[src/mmae_pkg.sv]
// Package for the matrix multiply-add engine: operation and register codes,
// fixed field widths and the command and status structs between controller and datapath.
// Depends on nothing.
package mmae_pkg;

	localparam int DIM_W = 4;   // width of a dimension register
	localparam int IDX_W = 3;   // width of a row or column index
	localparam int VAL_W = 32;  // width of a matrix element
	localparam int CFG_AW = 3;  // width of the register index

	localparam logic [1:0] OP_WRITE_A = 2'd0;
	localparam logic [1:0] OP_WRITE_B = 2'd1;
	localparam logic [1:0] OP_RUN     = 2'd2;

	localparam logic [CFG_AW-1:0] CFG_MODE   = 3'd0;
	localparam logic [CFG_AW-1:0] CFG_ROWS_A = 3'd1;
	localparam logic [CFG_AW-1:0] CFG_COLS_A = 3'd2;
	localparam logic [CFG_AW-1:0] CFG_ROWS_B = 3'd3;
	localparam logic [CFG_AW-1:0] CFG_COLS_B = 3'd4;

	localparam logic MODE_ADD = 1'b0;

	typedef struct packed {
		logic             wr_a;      // write the input word's element into A
		logic             wr_b;      // write it into B
		logic             issue;     // read one A/B pair into the MAC pipeline
		logic             first_k;   // first term of the current element
		logic             last_k;    // final term of the current element
		logic             add_mode;  // element-wise addition instead of product
		logic [IDX_W-1:0] idx_i;
		logic [IDX_W-1:0] idx_j;
		logic [IDX_W-1:0] idx_k;
		logic             load;      // load the output register
		logic             res_last;
		logic             res_err;
	} mmae_cmd_t;

	typedef struct packed {
		logic acc_done;  // accumulator holds a finished element
		logic out_free;  // output register can take a word this cycle
	} mmae_stat_t;

endpackage

[src/mmae_ctrl.sv]
// Controller of the matrix multiply-add engine: configuration registers,
// dimension check, element counters and the run sequencer. Depends on mmae_pkg.
module mmae_ctrl import mmae_pkg::*; #(
	parameter int MAX_DIM = 8
) (
	input  logic              clk,
	input  logic              arst_n,
	input  logic              cfg_we,
	input  logic [CFG_AW-1:0] cfg_addr,
	input  logic [DIM_W-1:0]  cfg_data,
	input  logic              in_valid,
	output logic              in_ready,
	input  logic [1:0]        in_op,
	input  logic [IDX_W-1:0]  in_row,
	input  logic [IDX_W-1:0]  in_col,
	output mmae_cmd_t         cmd,
	input  mmae_stat_t        stat
);

	localparam logic [1:0] ST_IDLE  = 2'd0;
	localparam logic [1:0] ST_ISSUE = 2'd1;
	localparam logic [1:0] ST_DRAIN = 2'd2;
	localparam logic [1:0] ST_EMIT  = 2'd3;

	localparam logic [DIM_W-1:0] DIM_MAX = DIM_W'(MAX_DIM);

	logic [1:0]       state_q, state_d;
	logic             mode_q;
	logic [DIM_W-1:0] rows_a_q, cols_a_q, rows_b_q, cols_b_q;
	logic [IDX_W-1:0] i_q, j_q, k_q, i_d, j_d, k_d;
	logic             err_q, err_d;

	logic             accept, in_range, dims_ok;
	logic [DIM_W-1:0] out_cols;
	logic             last_k, last_j, last_i;

	function automatic logic dim_ok(input logic [DIM_W-1:0] d);
		return (d != '0) && (d <= DIM_MAX);
	endfunction

	always_ff @(posedge clk or negedge arst_n) begin
		if (!arst_n) begin
			mode_q   <= 1'b1;
			rows_a_q <= DIM_W'(1);
			cols_a_q <= DIM_W'(1);
			rows_b_q <= DIM_W'(1);
			cols_b_q <= DIM_W'(1);
		end else if (cfg_we) begin
			case (cfg_addr)
				CFG_MODE:   mode_q   <= cfg_data[0];
				CFG_ROWS_A: rows_a_q <= cfg_data;
				CFG_COLS_A: cols_a_q <= cfg_data;
				CFG_ROWS_B: rows_b_q <= cfg_data;
				CFG_COLS_B: cols_b_q <= cfg_data;
				default: ;
			endcase
		end
	end

	assign in_ready = (state_q == ST_IDLE);
	assign accept   = in_valid && in_ready;
	assign in_range = ({1'b0, in_row} < DIM_MAX) && ({1'b0, in_col} < DIM_MAX);

	assign dims_ok = dim_ok(rows_a_q) && dim_ok(cols_a_q) && dim_ok(rows_b_q)
	                 && dim_ok(cols_b_q)
	                 && ((mode_q == MODE_ADD) ? (rows_a_q == rows_b_q && cols_a_q == cols_b_q)
	                                          : (cols_a_q == rows_b_q));

	assign out_cols = (mode_q == MODE_ADD) ? cols_a_q : cols_b_q;
	assign last_k = (mode_q == MODE_ADD) || (({1'b0, k_q} + DIM_W'(1)) == cols_a_q);
	assign last_j = ({1'b0, j_q} + DIM_W'(1)) == out_cols;
	assign last_i = ({1'b0, i_q} + DIM_W'(1)) == rows_a_q;

	always_comb begin
		state_d = state_q;
		i_d     = i_q;
		j_d     = j_q;
		k_d     = k_q;
		err_d   = err_q;

		cmd          = '0;
		cmd.add_mode = (mode_q == MODE_ADD);
		cmd.idx_i    = i_q;
		cmd.idx_j    = j_q;
		cmd.idx_k    = k_q;
		cmd.first_k  = (k_q == '0);
		cmd.last_k   = last_k;
		cmd.res_err  = err_q;
		cmd.res_last = err_q || (last_i && last_j);

		case (state_q)
			ST_IDLE: begin
				cmd.wr_a = accept && (in_op == OP_WRITE_A) && in_range;
				cmd.wr_b = accept && (in_op == OP_WRITE_B) && in_range;
				if (accept && in_op == OP_RUN) begin
					i_d   = '0;
					j_d   = '0;
					k_d   = '0;
					err_d = !dims_ok;
					state_d = dims_ok ? ST_ISSUE : ST_EMIT;
				end
			end
			ST_ISSUE: begin
				cmd.issue = 1'b1;
				if (last_k) begin
					k_d     = '0;
					state_d = ST_DRAIN;
				end else begin
					k_d = k_q + IDX_W'(1);
				end
			end
			ST_DRAIN: begin
				if (stat.acc_done) begin
					state_d = ST_EMIT;
				end
			end
			ST_EMIT: begin
				cmd.load = 1'b1;
				if (stat.out_free) begin
					if (err_q || (last_i && last_j)) begin
						state_d = ST_IDLE;
					end else begin
						state_d = ST_ISSUE;
						if (last_j) begin
							j_d = '0;
							i_d = i_q + IDX_W'(1);
						end else begin
							j_d = j_q + IDX_W'(1);
						end
					end
				end
			end
			default: state_d = ST_IDLE;
		endcase
	end

	always_ff @(posedge clk or negedge arst_n) begin
		if (!arst_n) begin
			state_q <= ST_IDLE;
			i_q     <= '0;
			j_q     <= '0;
			k_q     <= '0;
			err_q   <= 1'b0;
		end else begin
			state_q <= state_d;
			i_q     <= i_d;
			j_q     <= j_d;
			k_q     <= k_d;
			err_q   <= err_d;
		end
	end

endmodule

[config.mk]
export PLATFORM = sky130hd
export DESIGN_NAME = mmae_ctrl
export DESIGN_NICKNAME = d
export VERILOG_FILES = /design/src/mmae_pkg.sv /design/src/mmae_ctrl.sv
export SDC_FILE = /design/constraint.sdc
export NUM_CORES = 1
export LEC_CHECK = 0
export ABC_AREA = 0
export BUFFER_PORTS_ARGS = -buffer_cell sky130_fd_sc_hd__buf_2
export CAP_MARGIN = 10
export CORE_ASPECT_RATIO = 1.4
export CORE_MARGIN = 4
export CORE_UTILIZATION = 50
export CTS_CLUSTER_DIAMETER = 100
export DETAILED_ROUTE_END_ITERATION = 8
export PLACE_DENSITY = 0.77
export RECOVER_POWER = 100
export SETUP_SLACK_MARGIN = 0.1
export SLEW_MARGIN = 5
export SYNTH_ARGS = -nofsm -noshare
export SYNTH_HDL_FRONTEND = slang
export SYNTH_SLANG_ARGS = --single-unit
[constraint.sdc]
create_clock -name clk -period 2 [get_ports clk]
set_input_delay 0.1 -clock clk [delete_from_list [all_inputs] [get_ports clk]]
set_output_delay 0.1 -clock clk [all_outputs]
set_load 0.05 [all_outputs]
==> results.json <==
{
  "outcome": "finished, violations left",
  "violations": "setup timing",
  "overflow": 0,
  "vias": 1716,
  "fin_cells": 301,
  "synth_edf_count": 0,
  "hpwl_mm": 3.51,
  "dr.pass1.iters": 4,
  "grt_pass1_vias": 1707,
  "slowest_stage": "dfstp_2",
  "clock_skew_ns": 0.00573,
  "cts.sinks": 29,
  "ys_seq_area_frac": 0.363,
  "rsz0062_at_grt": "true",
  "ioPinCount": 40,
  "path_cells": "mux2i_1 -> xnor2_1 -> and4b_1 -> buf_6 -> a21oi_4 -> clkinvlp_4 -> buf_8",
  "worst_slew_pin_slew_ns": 0.661,
  "totalWireLength_mm": 4.67,
  "post-route-util": 0.651,
  "fin_ws_ns": -0.147,
  "wire_per_inst_microns": 15.5,
  "final_hold_viol_count": 0,
  "die_w_microns": 61.6,
  "synth.ff_latch_count": 29,
  "fin_nets": 286,
  "vdd.ir_drop.worst_v": 0.00113,
  "tritoncts": "done",
  "gp_congestion": 0.793,
  "path_clk_slew_ns": 0.07,
  "ys.flop_type": "dfrtp_1",
  "io_buffers": 33,
  "slew_viol_final": 0,
  "cts_max_level": 2,
  "cts_buffers": 5,
  "coreArea_sq_um": 3920,
  "hold_path.class": "input pin to register",
  "startpoint_type": "register",
  "row_count": 27,
  "initial_core_util": 0.514,
  "path_class": "register to output pin",
  "ys_types": 47,
  "die_h_microns": 83.1,
  "setup-violations-final": 5,
  "cts.path.max_buffers": 2,
  "p_leak_nw": 1.08,
  "critPathMaxStageDelay_ns": 0.59,
  "antenna_found_initial": 0,
  "end_kind": "output pin",
  "drc_errors": 0,
  "grt_pass1_wl_mm": 7.82,
  "syn2layout_area_growth_pct": 26.7,
  "clkLatencyLatePin_ns": 0.28,
  "syn_area_sq_um": 2010,
  "worstPathRequired_ns": 1.90,
  "dieArea_sq_um": 5120,
  "diodes": 0,
  "ant_nets": 0,
  "cap_violations": 0,
  "yosysWarningCount": 0,
  "clockRootBuffer": "clkbuf_8",
  "grt.total_usage": 0.198,
  "p_per_area_nw_per_um2": 1390,
  "synth_nets": 230,
  "min_period_over_period": 1.07,
  "grt_max_degree": 30,
  "cp_num_buf_inv": 3,
  "critical-path-top-delay-family": "flip-flops",
  "first_iter_violations": 68,
  "synthArstFlopShare": 1.00,
  "cp.arrival_ns": 2.05,
  "syn_inst": 201,
  "final.min_clock_period_ns": 2.15,
  "vias_per_cell": 5.70,
  "slew_headroom": 0.559,
  "fin_hold_ws_ns": 0.114,
  "critPathMaxFanout": 5,
  "avgSynthCellArea_sq_um": 10.0,
  "place_inst": 282,
  "fmax_ghz": 0.466,
  "drive_above_1_share": 0.357
}
==> stage by stage <==
stage,power (mW),cell area (sq um),worst slack [ns],setup TNS [ns]
after global placement,2.86,2380,0.0683,0
final,3.55,2550,-0.147,-0.383
after detailed placement,2.92,2380,0.0309,0
after floorplan,2.46,2120,-0.156,-0.156
after CTS,3.56,2560,-0.147,-0.196
after global routing,3.79,2550,-0.228,-1.15
==> repair_timing <==
action	CTS	global route
hold endpoints to repair	24	0
hold buffers	1	0
gates resized for setup	9	4
pin swaps	10	6
endpoints found under the setup margin	8	10
setup buffers	6	4
==> worst register-to-register path: stages, from the launching register on <==
cell and delay [ns]:
dfstp_2 0.59, mux2i_1 0.25, xnor2_1 0.15, and4b_1 0.23, buf_6 0.13, buf_4 0.13, buf_6 0.12, and3_4 0.16
a221o_1 0.28
==> per-layer routing <==
layer	wire [microns]	track usage	up-vias
met5	0	0	-
met4	68	0.0753	0
met3	220	0.0389	5
met2	2470	0.333	42
met1	1910	0.239	834
li1	-	-	835
==> power breakdown <==
part / internal, mW / switching, mW / leakage (nW)
sequential: 0.759 / 0.208 / 0.343
combinational: 0.859 / 1.22 / 0.691
clock: 0.280 / 0.223 / 0.0455
total: 1.90 / 1.65 / 1.08
==> path summary, 6_finish.rpt <==
path | startpoint | end | slack (ns) | depth (start not counted)
worst min register to register | k_q[1] | k_q[1] | 0.58 | 1
worst max register to register | mode_q | i_q[2] | -0.13 | 8
min in group asynchronous | arst_n | cols_b_q[1] | 0.39 | 2
worst max-delay path | mode_q | cmd[1] | -0.15 | 7
worst min-delay path | cfg_data[1] | cols_b_q[1] | 0.11 | 2
max in group asynchronous | arst_n | k_q[0] | 1.12 | 2
==> cells in the final DEF (no fill, tap or decap), types with 3 or more instances in the layout <==
cell,instances
nor2_1,4
buf_4,20
nor4_1,3
nand2_1,16
a31oi_1,5
dfrtp_1,17
ha_1,4
xnor2_1,11
ha_4,4
dfrtp_2,6
o21ai_0,4
a21oi_1,5
mux2_2,15
dfstp_2,4
o31ai_1,3
inv_1,6
mux2i_1,4
nand3_1,7
xor2_1,18
clkbuf_8,6
clkbuf_1,20
nor3_1,6
buf_2,14
==> cell type report <==
type / instances / area [sq um]
multi-input combinational: 154 / 1280
timing repair buffer: 58 / 345
clock buffer: 8 / 90.1
fill: 357 / 1370
sequential: 29 / 743
inverter: 9 / 37.5
tap: 43 / 53.8
==> cells by family after synthesis <==
logic type,share of synthesized area
simple gates,0.175
compound gates,0.118
xor+xnor,0.135
flops,0.363
mux,0.109
buf+inv,0.0503
fa+ha+maj,0.0497
==> cell usage after synthesis (all sizes together) (2+ instances only) <==
master / count / area (sq um)
nor3: 7 / 35.0
dfstp: 5 / 131
nand2b: 2 / 12.5
a31oi: 5 / 31.3
inv: 9 / 33.8
and3: 3 / 18.8
ha: 8 / 100
mux2: 16 / 180
nor3b: 3 / 22.5
a221o: 2 / 20.0
nand2: 16 / 60.1
a211oi: 2 / 20.0
nor2: 6 / 22.5
nor4: 3 / 18.8
xor2: 18 / 158
nor2b: 2 / 12.5
nand3: 7 / 35.0
xnor2: 13 / 114
o21ai: 5 / 25.0
dfrtp: 24 / 601
buf: 8 / 57.6
a21oi: 7 / 46.3
nand3b: 2 / 15.0
mux2i: 4 / 40.0
and4b: 2 / 20.0
o31ai: 3 / 22.5
or2: 2 / 12.5
nand4b: 2 / 17.5
nor4bb: 2 / 20.0
==> registers in the layout, indices dropped and copies added, names as in the netlist <==
name and cells:
cols_a_q 4, cols_b_q 4, err_q 1, i_q 3
j_q 3, k_q 3, mode_q 1, rows_a_q 4
rows_b_q 4, state_q 2
Power figures use the tool's default switching activity.
